===== src/sv/fqd_pkg.sv =====
// Package: shared types and codes for the deduplicating FIFO queue.
`default_nettype none

package fqd_pkg;

   typedef enum logic [1:0] {
      CMD_ENQUEUE = 2'd0,
      CMD_DEQUEUE = 2'd1,
      CMD_PEEK    = 2'd2,
      CMD_UNIQUE  = 2'd3
   } cmd_type;

   typedef enum logic [1:0] {
      STAT_OK    = 2'd0,
      STAT_UNDER = 2'd1,
      STAT_OVER  = 2'd2
   } status_type;

   typedef enum logic [2:0] {
      S_IDLE,
      S_RD_WAIT,
      S_UQ_RD,
      S_UQ_CMP,
      S_FINISH
   } state_type;

   typedef struct packed {
      cmd_type            command;
      logic signed [31:0] value;
   } req_type;

   typedef struct packed {
      logic signed [31:0] read_value;
      logic [3:0]         removed_count;
      logic [4:0]         occupancy;
      logic               is_empty;
      status_type         status;
   } rsp_type;

endpackage

`default_nettype wire


===== src/sv/fifo_queue_with_dedup_top.sv =====
// Top level: circular-buffer FIFO with enqueue, dequeue, peek and make-unique.
//
//   channel  direction  handshake                  payload
//   req      in         req_valid / req_stall      req_data  (req_type)
//   rsp      out        rsp_valid / rsp_stall      rsp_data  (rsp_type)
//
// Enqueue and failed commands go from idle straight to the finish state; dequeue
// and peek pass through a read-wait state first. Make unique does one memory read
// and one compare-and-write per held word through the word store (one read port, one write port).
// Reset clears head and count; the word store itself is never cleared.
// A new request transfers whenever the sequencer is idle, even while a result
// still waits on rsp_stall; the sequencer then holds in its final state.
`default_nettype none

module fifo_queue_with_dedup_top
   import fqd_pkg::*;
#(
   parameter int DEPTH = 16
) (
   input  wire logic    clock,
   input  wire logic    reset,
   input  wire logic    req_valid,
   output logic         req_stall,
   input  wire req_type req_data,
   output logic         rsp_valid,
   input  wire logic    rsp_stall,
   output rsp_type      rsp_data
);

   localparam int AW = $clog2(DEPTH);
   localparam int CW = $clog2(DEPTH + 1);

   function automatic logic [AW-1:0] slot(input logic [AW-1:0] base,
                                          input logic [CW-1:0] off);
      logic [CW:0] s;
      s = (CW+1)'(base) + (CW+1)'(off);
      if (s >= (CW+1)'(DEPTH)) begin
         s = s - (CW+1)'(DEPTH);
      end
      return AW'(s);
   endfunction

   logic [31:0]        mem [DEPTH];
   logic               mem_we;
   logic [AW-1:0]      mem_waddr;
   logic [AW-1:0]      mem_raddr;
   logic [31:0]        mem_wdata;
   logic [31:0]        rdata_ff;

   state_type          state_ff, state_in;
   logic [AW-1:0]      head_ff, head_in;
   logic [CW-1:0]      count_ff, count_in;
   cmd_type            cmd_ff, cmd_in;
   logic [31:0]        target_ff, target_in;
   logic [CW-1:0]      rd_ff, rd_in;
   logic [CW-1:0]      wr_ff, wr_in;
   logic               seen_ff, seen_in;
   rsp_type            res_ff, res_in;
   rsp_type            out_ff, out_in;
   logic               out_valid_ff, out_valid_in;

   logic               req_xfer;
   logic               rsp_xfer;
   logic               load;
   logic               match;
   logic [CW-1:0]      wr_next;

   assign req_stall = (state_ff != S_IDLE);
   assign req_xfer  = req_valid && !req_stall;
   assign rsp_xfer  = out_valid_ff && !rsp_stall;
   assign rsp_valid = out_valid_ff;
   assign rsp_data  = out_ff;
   assign match     = (rdata_ff == target_ff);
   assign load      = (state_ff == S_FINISH) && !(out_valid_ff && rsp_stall);

   always_ff @(posedge clock) begin
      if (mem_we) begin
         mem[mem_waddr] <= mem_wdata;
      end
      rdata_ff <= mem[mem_raddr];
   end

   always_comb begin
      state_in     = state_ff;
      head_in      = head_ff;
      count_in     = count_ff;
      cmd_in       = cmd_ff;
      target_in    = target_ff;
      rd_in        = rd_ff;
      wr_in        = wr_ff;
      seen_in      = seen_ff;
      res_in       = res_ff;
      out_in       = out_ff;
      out_valid_in = out_valid_ff && !rsp_xfer;
      mem_we       = 1'b0;
      mem_waddr    = slot(head_ff, wr_ff);
      mem_wdata    = rdata_ff;
      mem_raddr    = head_ff;
      wr_next      = wr_ff;

      case (state_ff)
         S_IDLE: begin
            if (req_xfer) begin
               cmd_in               = req_data.command;
               target_in            = req_data.value;
               rd_in                = '0;
               wr_in                = '0;
               seen_in              = 1'b0;
               res_in.read_value    = '0;
               res_in.removed_count = '0;
               res_in.status        = STAT_OK;
               res_in.occupancy     = 5'(count_ff);
               res_in.is_empty      = (count_ff == '0);
               state_in             = S_FINISH;
               case (req_data.command)
                  CMD_ENQUEUE: begin
                     if (count_ff == CW'(DEPTH)) begin
                        res_in.status = STAT_OVER;
                     end else begin
                        mem_we           = 1'b1;
                        mem_waddr        = slot(head_ff, count_ff);
                        mem_wdata        = req_data.value;
                        count_in         = count_ff + CW'(1);
                        res_in.occupancy = 5'(count_ff + CW'(1));
                        res_in.is_empty  = 1'b0;
                     end
                  end
                  CMD_DEQUEUE, CMD_PEEK: begin
                     if (count_ff == '0) begin
                        res_in.status = STAT_UNDER;
                     end else begin
                        state_in = S_RD_WAIT;
                     end
                  end
                  default: begin
                     if (count_ff != '0) begin
                        state_in = S_UQ_RD;
                     end
                  end
               endcase
            end
         end
         S_RD_WAIT: begin
            res_in.read_value = rdata_ff;
            if (cmd_ff == CMD_DEQUEUE) begin
               head_in          = slot(head_ff, CW'(1));
               count_in         = count_ff - CW'(1);
               res_in.occupancy = 5'(count_ff - CW'(1));
               res_in.is_empty  = (count_ff == CW'(1));
            end
            state_in = S_FINISH;
         end
         S_UQ_RD: begin
            mem_raddr = slot(head_ff, rd_ff);
            state_in  = S_UQ_CMP;
         end
         S_UQ_CMP: begin
            if (!(match && seen_ff)) begin
               mem_we  = 1'b1;
               wr_next = wr_ff + CW'(1);
            end
            if (match) begin
               seen_in = 1'b1;
            end
            wr_in = wr_next;
            rd_in = rd_ff + CW'(1);
            if (rd_ff + CW'(1) == count_ff) begin
               count_in             = wr_next;
               res_in.removed_count = 4'(count_ff - wr_next);
               res_in.occupancy     = 5'(wr_next);
               res_in.is_empty      = (wr_next == '0);
               state_in             = S_FINISH;
            end else begin
               state_in = S_UQ_RD;
            end
         end
         S_FINISH: begin
            if (load) begin
               out_in       = res_ff;
               out_valid_in = 1'b1;
               state_in     = S_IDLE;
            end
         end
         default: begin
            state_in = S_IDLE;
         end
      endcase
   end

   always_ff @(posedge clock) begin
      if (reset) begin
         state_ff     <= S_IDLE;
         head_ff      <= '0;
         count_ff     <= '0;
         out_valid_ff <= 1'b0;
         seen_ff      <= 1'b0;
      end else begin
         state_ff     <= state_in;
         head_ff      <= head_in;
         count_ff     <= count_in;
         out_valid_ff <= out_valid_in;
         seen_ff      <= seen_in;
      end
   end

   always_ff @(posedge clock) begin
      cmd_ff    <= cmd_in;
      target_ff <= target_in;
      rd_ff     <= rd_in;
      wr_ff     <= wr_in;
      res_ff    <= res_in;
      out_ff    <= out_in;
   end

   a_count_bound: assert property (@(posedge clock) disable iff (reset)
      count_ff <= CW'(DEPTH))
      else $error("word count above depth");

   a_compact_order: assert property (@(posedge clock) disable iff (reset)
      (state_ff == S_UQ_CMP) |-> (wr_ff <= rd_ff && rd_ff < count_ff))
      else $error("compaction write pointer passed read pointer");

   a_finish_load: assert property (@(posedge clock) disable iff (reset)
      (state_ff == S_FINISH && !(out_valid_ff && rsp_stall)) |=>
         (out_valid_ff && state_ff == S_IDLE))
      else $error("finished result not presented");

   a_unique_shrinks: assert property (@(posedge clock) disable iff (reset)
      (state_ff == S_UQ_CMP) |=> (count_ff <= $past(count_ff)))
      else $error("make unique grew the queue");

endmodule

`default_nettype wire


===== config.mk =====
export PLATFORM = sky130hd
export DESIGN_NAME = fifo_queue_with_dedup_top
export DESIGN_NICKNAME = d
export VERILOG_FILES = /design/src/sv/fqd_pkg.sv /design/src/sv/fifo_queue_with_dedup_top.sv
export SDC_FILE = /design/constraint.sdc
export NUM_CORES = 1
export LEC_CHECK = 0
export BUFFER_PORTS_ARGS = -buffer_cell sky130_fd_sc_hd__buf_2
export CAP_MARGIN = 30
export CORE_MARGIN = 5
export CORE_UTILIZATION = 60
export CTS_CLUSTER_DIAMETER = 30
export DETAILED_ROUTE_END_ITERATION = 8
export PLACE_DENSITY = 0.79
export SETUP_SLACK_MARGIN = 0.5
export SYNTH_ARGS = -nofsm -noshare
export SYNTH_HDL_FRONTEND = slang
export SYNTH_SLANG_ARGS = --single-unit

===== constraint.sdc =====
create_clock -name clock -period 6.75 [get_ports clock]
set_input_delay 0.3375 -clock clock [delete_from_list [all_inputs] [get_ports clock]]
set_output_delay 0.3375 -clock clock [all_outputs]
set_load 0.02 [all_outputs]

Word level (Yosys, flattened, before mapping)

Memory sizes are Yosys's and may differ from the RTL's. A register that Yosys moved wholly into a read port is not among the register bits.
Cells that the tools add are included.

Bits in registers: 146
Memory bits (writable): 512
Input bits: 38
Output and inout bits: 46
Logic and storage cells: 139
Memories: 1

Add/subtract/negate cells: 13
Magnitude comparators: 4
Equality and inequality tests: 18
Mux-type cells: 54
Reduce and logical (&&, ||, !) cells: 30

Memories:

| name | depth | bits a word | rd ports | clocked after memory_dff | wr ports | line                            | text |
|---|---|---|---|---|---|---|---|
| mem  | 16    | 32          | 1        | 1                        | 1        | fifo_queue_with_dedup_top.sv:43 | `logic [31:0] mem [DEPTH];` |

Operators with widths:

| operator              | number |
|---|---|
| $mux W32              | 4 |
| $pmux W32 S2          | 1 |
| $mux W44              | 1 |
| $mux W5               | 8 |
| $mux W4               | 9 |
| $eq A32 B32 Y1        | 1 |
| $pmux W5 S2           | 2 |
| $add A4 B5 Y6         | 3 |
| $ge A6 B5 Y1 const B  | 3 |
| $mux W6               | 3 |
| $pmux W6 S3           | 1 |
| $sub A4 B1 Y4 const B | 4 |
| $add A5 B1 Y5 const B | 3 |
| $mux W3               | 5 |
| $pmux W3 S5           | 1 |
| $pmux W5 S3           | 1 |
| $ne A2 B2 Y1 const B  | 6 |
| $reduce_and A2 Y1     | 6 |
| $mux W1               | 11 |
| $logic_not A5 Y1      | 2 |
| $mux W10              | 1 |
| $pmux W4 S2           | 1 |
| $eq A3 B2 Y1 const B  | 2 |
| $logic_and A1 B1 Y1   | 6 |
| other kinds (26)      | 34 |

Logic depth before layout (Yosys ltp)

Depth in word-level cells: 7
Depth in mapped cells: 12
Gate-level depth less buffers: 11

Worst setup path before layout

Ideal clock, no wire load.

Kind: register to register
From: reg count_ff[0]
To: mem mem[13][0] (enable)
Arrival: 3.592 ns
Setup slack: 2.737 ns
Stages on the path, launching flop included: 13
Cell sequence: dfxtp_1 > clkbuf_1 > inv_1 > ha_1 > nand2_1 > o31ai_1 > or2_2 > clkbuf_1 > clkbuf_1 > nor2_1 > a31oi_1 > or2_2 > nor2_1

Cells in the longest elaborated chain, start to end: 7

Ends and longest elaborated chain:

| what                                          | line                                                               | text |
|---|---|---|
| from (decl)                                   | fifo_queue_with_dedup_top.sv:52                                    | `logic [CW-1:0] count_ff, count_in;` |
| from (signal assigned)                        | fifo_queue_with_dedup_top.sv:200                                   | `count_ff <= count_in;` |
| $add A4 B5 Y6 or $eq A5 B5 Y1 (tied branches) | fifo_queue_with_dedup_top.sv:36, fifo_queue_with_dedup_top.sv:117  |  |
| $ge A6 B5 Y1 (tied with other cells)          | fifo_queue_with_dedup_top.sv:37                                    | `if (s >= (CW+1)'(DEPTH)) begin` |
| $mux W4 or $mux W1 (tied branches)            | fifo_queue_with_dedup_top.sv:37, fifo_queue_with_dedup_top.sv:115  |  |
| $mux W4 or $mux W1 (tied branches)            | fifo_queue_with_dedup_top.sv:117, fifo_queue_with_dedup_top.sv:103 |  |
| $mux W4 or $pmux W1 S2 (tied branches)        | fifo_queue_with_dedup_top.sv:115, fifo_queue_with_dedup_top.sv:101 |  |
| $mux W4 or $mux W1 (tied branches)            | fifo_queue_with_dedup_top.sv:103, fifo_queue_with_dedup_top.sv:77  |  |
| $mux W4 or $mux W1 (tied branches)            | fifo_queue_with_dedup_top.sv:101, fifo_queue_with_dedup_top.sv:78  |  |
| to (decl)                                     | fifo_queue_with_dedup_top.sv:43                                    |  |

Several ways; a longest one is shown, not always the timed one.

Final worst setup path

From: reg count_ff[1]
To: mem mem[3][6] (enable)

Same word-level chain as after synthesis.

==> run_results.csv <==
group,metric,value,unit
yosys,synth_top_family_by_area,"simple AND/OR/NAND/NOR gates",
yosys,synthMuxAreaShare,2.92,%
critical_path,start_kind,"flip-flop",
timing,drv_slew,0,
global_route,overflow,0,
floorplanning,core,0.0455,mm²
yosys,synth.avg_cell_area,14.4,µm²
global_route,first_global_vias,17100,
timing,final.min_clock_period,4.48,ns
finish,antennaDiodeCount,0,
drt,wl,67300,µm
place,globalplace.congestion,0.900,
critical_path,path_buf_inv,2,
clocking,clkTransAtPathRegs,0.05,ns
power,p_leak,11.6,nW
power,power,11.6,mW
yosys,synth-edff-count,644,
global_route,grt_max_degree,199,
yosys,synth-compound-area-share,7.93,%
outcome,outcome,"finished clean",
power,peakVddDrop,243,µV
clocking,cts_tree,"built",
global_route,grt_pass1_wl,101000,µm
clocking,ctsRootBufferMaster,"clkbuf_16",
finish,drive_gt1_share,17.4,%
place,post-place-ws,2.32,ns
yosys,syn_nets,1977,
finish,final_cell_mix,"edfxtp_1, nand2_1, a31oi_1",
place,port_buffers,83,
critical_path,crit_arrival,4.72,ns
finish,fin_area,0.0332,mm²
critical_path,cp_slowest_stage_delay,0.85,ns
critical_path,worstPathMaxFanout,40,
yosys,ys_warn_count,0,
yosys,yosysSeqAreaShare,73.4,%
critical_path,slowest_stage,"nor2_4",
yosys,syn_inst,1916,
critical_path,end_kind,"flip-flop",
clocking,holdBufCountCts,34,
floorplanning,dieArea,0.0504,mm²
hold_path,hold_class,"in -> reg",
floorplanning,start_util,60.7,%
global_route,grt_util_all_layers,26.3,%
critical_path,cp_cell_sequence,"inv_1 > ha_1 > nand2_1 > o31ai_1 > or2_2 > buf_4 > nor2_1 > a21oi_1 > xor2_1 > nand2_1 > nor2_4",
floorplanning,rows,78,
timing,setup_slack,2.27,ns
yosys,ys_seq_elements,690,
yosys,synth_fa_ha_area_share,1.21,%
timing,max-slew-margin-rel,29.7,%
timing,tns,0,ns
timing,rsz0062_at_grt,"no",
clocking,postCtsSetupRepairBufs,0,
drt,drt-vias-per-instance,6.35,
drt,first_pass_iters,7,
critical_path,required,6.99,ns
clocking,cts_resized,0,
drt,wire_per_inst,24.4,µm
global_route,antenna_found_initial,0,
floorplanning,die_width,225,µm
timing,timing.hold.ws,0.0524,ns
job,cap_violations,0,
critical_path,crit_family,"simple AND/OR/NAND/NOR gates",
floorplanning,pin_count,84,
timing,timing.fmax,223,MHz
timing,hold_viol_final,0,
place,placed_cell_area,0.0289,mm²
yosys,synth_xor_area_share,2.06,%
yosys,ys_async_sr_fraction,0,%
clocking,htree_levels,3,
clocking,cts_buffers,112,
timing,fin_crit_sh,66.4,%
drt,drc,0,
drt,num_vias,17500,
power,powerDensity,351,mW/mm²
critical_path,cp_common_cell,"nand2_1",
clocking,clockBufferDepth,3,
critical_path,crit_type,"reg -> reg",
yosys,synth_cell_type_count,55,
timing,tightest_slew,1.05,ns
drt,drtAntennaViolNets,0,
timing,clock-skew-final,0.0470,ns
place,dp_hpwl,37900,µm
finish,nets,2118,
timing,setup_viol,0,
yosys,yosys.area_share.simple,10.6,%
yosys,ys.flop_type,"edfxtp_1",
finish,final_common_cell,"edfxtp_1",
drt,first_iter_violations,2471,
clocking,cts_sinks,690,
clocking,worstSkewPairLatency,0.66,ns
finish,area.growth.synth_to_final,20.1,%
yosys,syn_area,0.0276,mm²
floorplanning,chipHeight,225,µm
area by class of cell:
cell class | count | area [µm²]
Inverter | 19 | 71.3
Timing Repair Buffer | 145 | 1190
Clock buffer | 125 | 2890
Clock inverter | 88 | 958
Multi-Input combinational cell | 1089 | 7020
Tap cell | 600 | 751
Fill cell | 2474 | 12300
Sequential cell | 690 | 20300
state kept, by name, indices dropped and copies added, names as in the netlist:
signal and flops:
wr_ff 5, rsp_data 44, head_ff 4, count_ff 5, cmd_ff 2, target_ff 32, seen_ff 1, rd_ff 5
rsp_valid 1, state_ff 3, mem 512, rdata_ff 32, res_ff 44
logic make-up (layout without fill, tap and decap cells):
logic type | count (synthesis) | after routing
flip-flops | 690 | 690
AND/OR/NAND/NOR | 637 | 637
AO/OA/AOI/OAI | 322 | 322
buffers and inverters | 137 | 377
XOR/XNOR | 65 | 65
multiplexers | 40 | 40
adder cells (fa/ha/maj) | 25 | 25
per-stage QoR:
| stage | std cells | util, % |
|---|---|---|
| 3_5_place_dp | 2504 | 63.4 |
| 3_3_place_gp | 2496 | 63.1 |
| 2_1_floorplan | 1916 | - |
| 5_1_grt | 2756 | 72.9 |
| 6_report | 2756 | 72.9 |
| 4_1_cts | 2751 | 72.7 |
tightest hold or removal path, stage by stage:
cell       delay [ns]
buf_2            0.13
inv_1            0.05
a2111oi_0        0.11
metal layers:
layer	routed length [µm]	global-route usage [%]	vias up
met4	1530	8.29	0
met2	31500	40.6	1264
met5	0	0	-
met3	8860	6.68	113
met1	25400	37.7	8610
li1	-	-	7504
cell usage after synthesis, drive strengths merged, types with 4 or more instances:
cell	n	area, µm²
xor2	14	123
edfxtp	644	19300
nand4	10	62.6
mux4	32	721
xnor2	51	447
nor3	9	56.3
a21o	6	45.0
and3	35	220
nand3	10	55.1
ha	20	250
inv	19	71.3
nor4	4	37.5
nor2	44	165
nand2b	5	31.3
and2	130	813
a211oi	129	968
a31oi	134	838
nand2	382	1430
dfxtp	46	921
clkbuf	109	419
nor2b	4	25.0
o21ai	10	50.1
mux2i	6	60.1
a21oi	20	100
buf	9	37.5
power breakdown:
part	leakage [nW]	internal, mW	switching, mW	total, mW
Sequential	6.28	4.97	0.0999	5.07
Clock	1.85	3.57	2.12	5.70
Combinational	3.49	0.247	0.612	0.858
final timing paths:
check / from / depth (start not counted) / slack (ns) / end
worst min register to register: res_ff[33]$_DFFE_PP_ / 0 / 0.41 / rsp_data[33]$_DFFE_PP_
worst min-delay path: req_valid / 3 / 0.05 / state_ff[1]$_SDFFE_PP0P_
worst max register to register: count_ff[1]$_SDFFE_PP0P_ / 11 / 2.27 / mem[3][6]$_DFFE_PP_
worst max-delay path: count_ff[1]$_SDFFE_PP0P_ / 11 / 2.27 / mem[3][6]$_DFFE_PP_
Power figures use the tool's default switching activity.
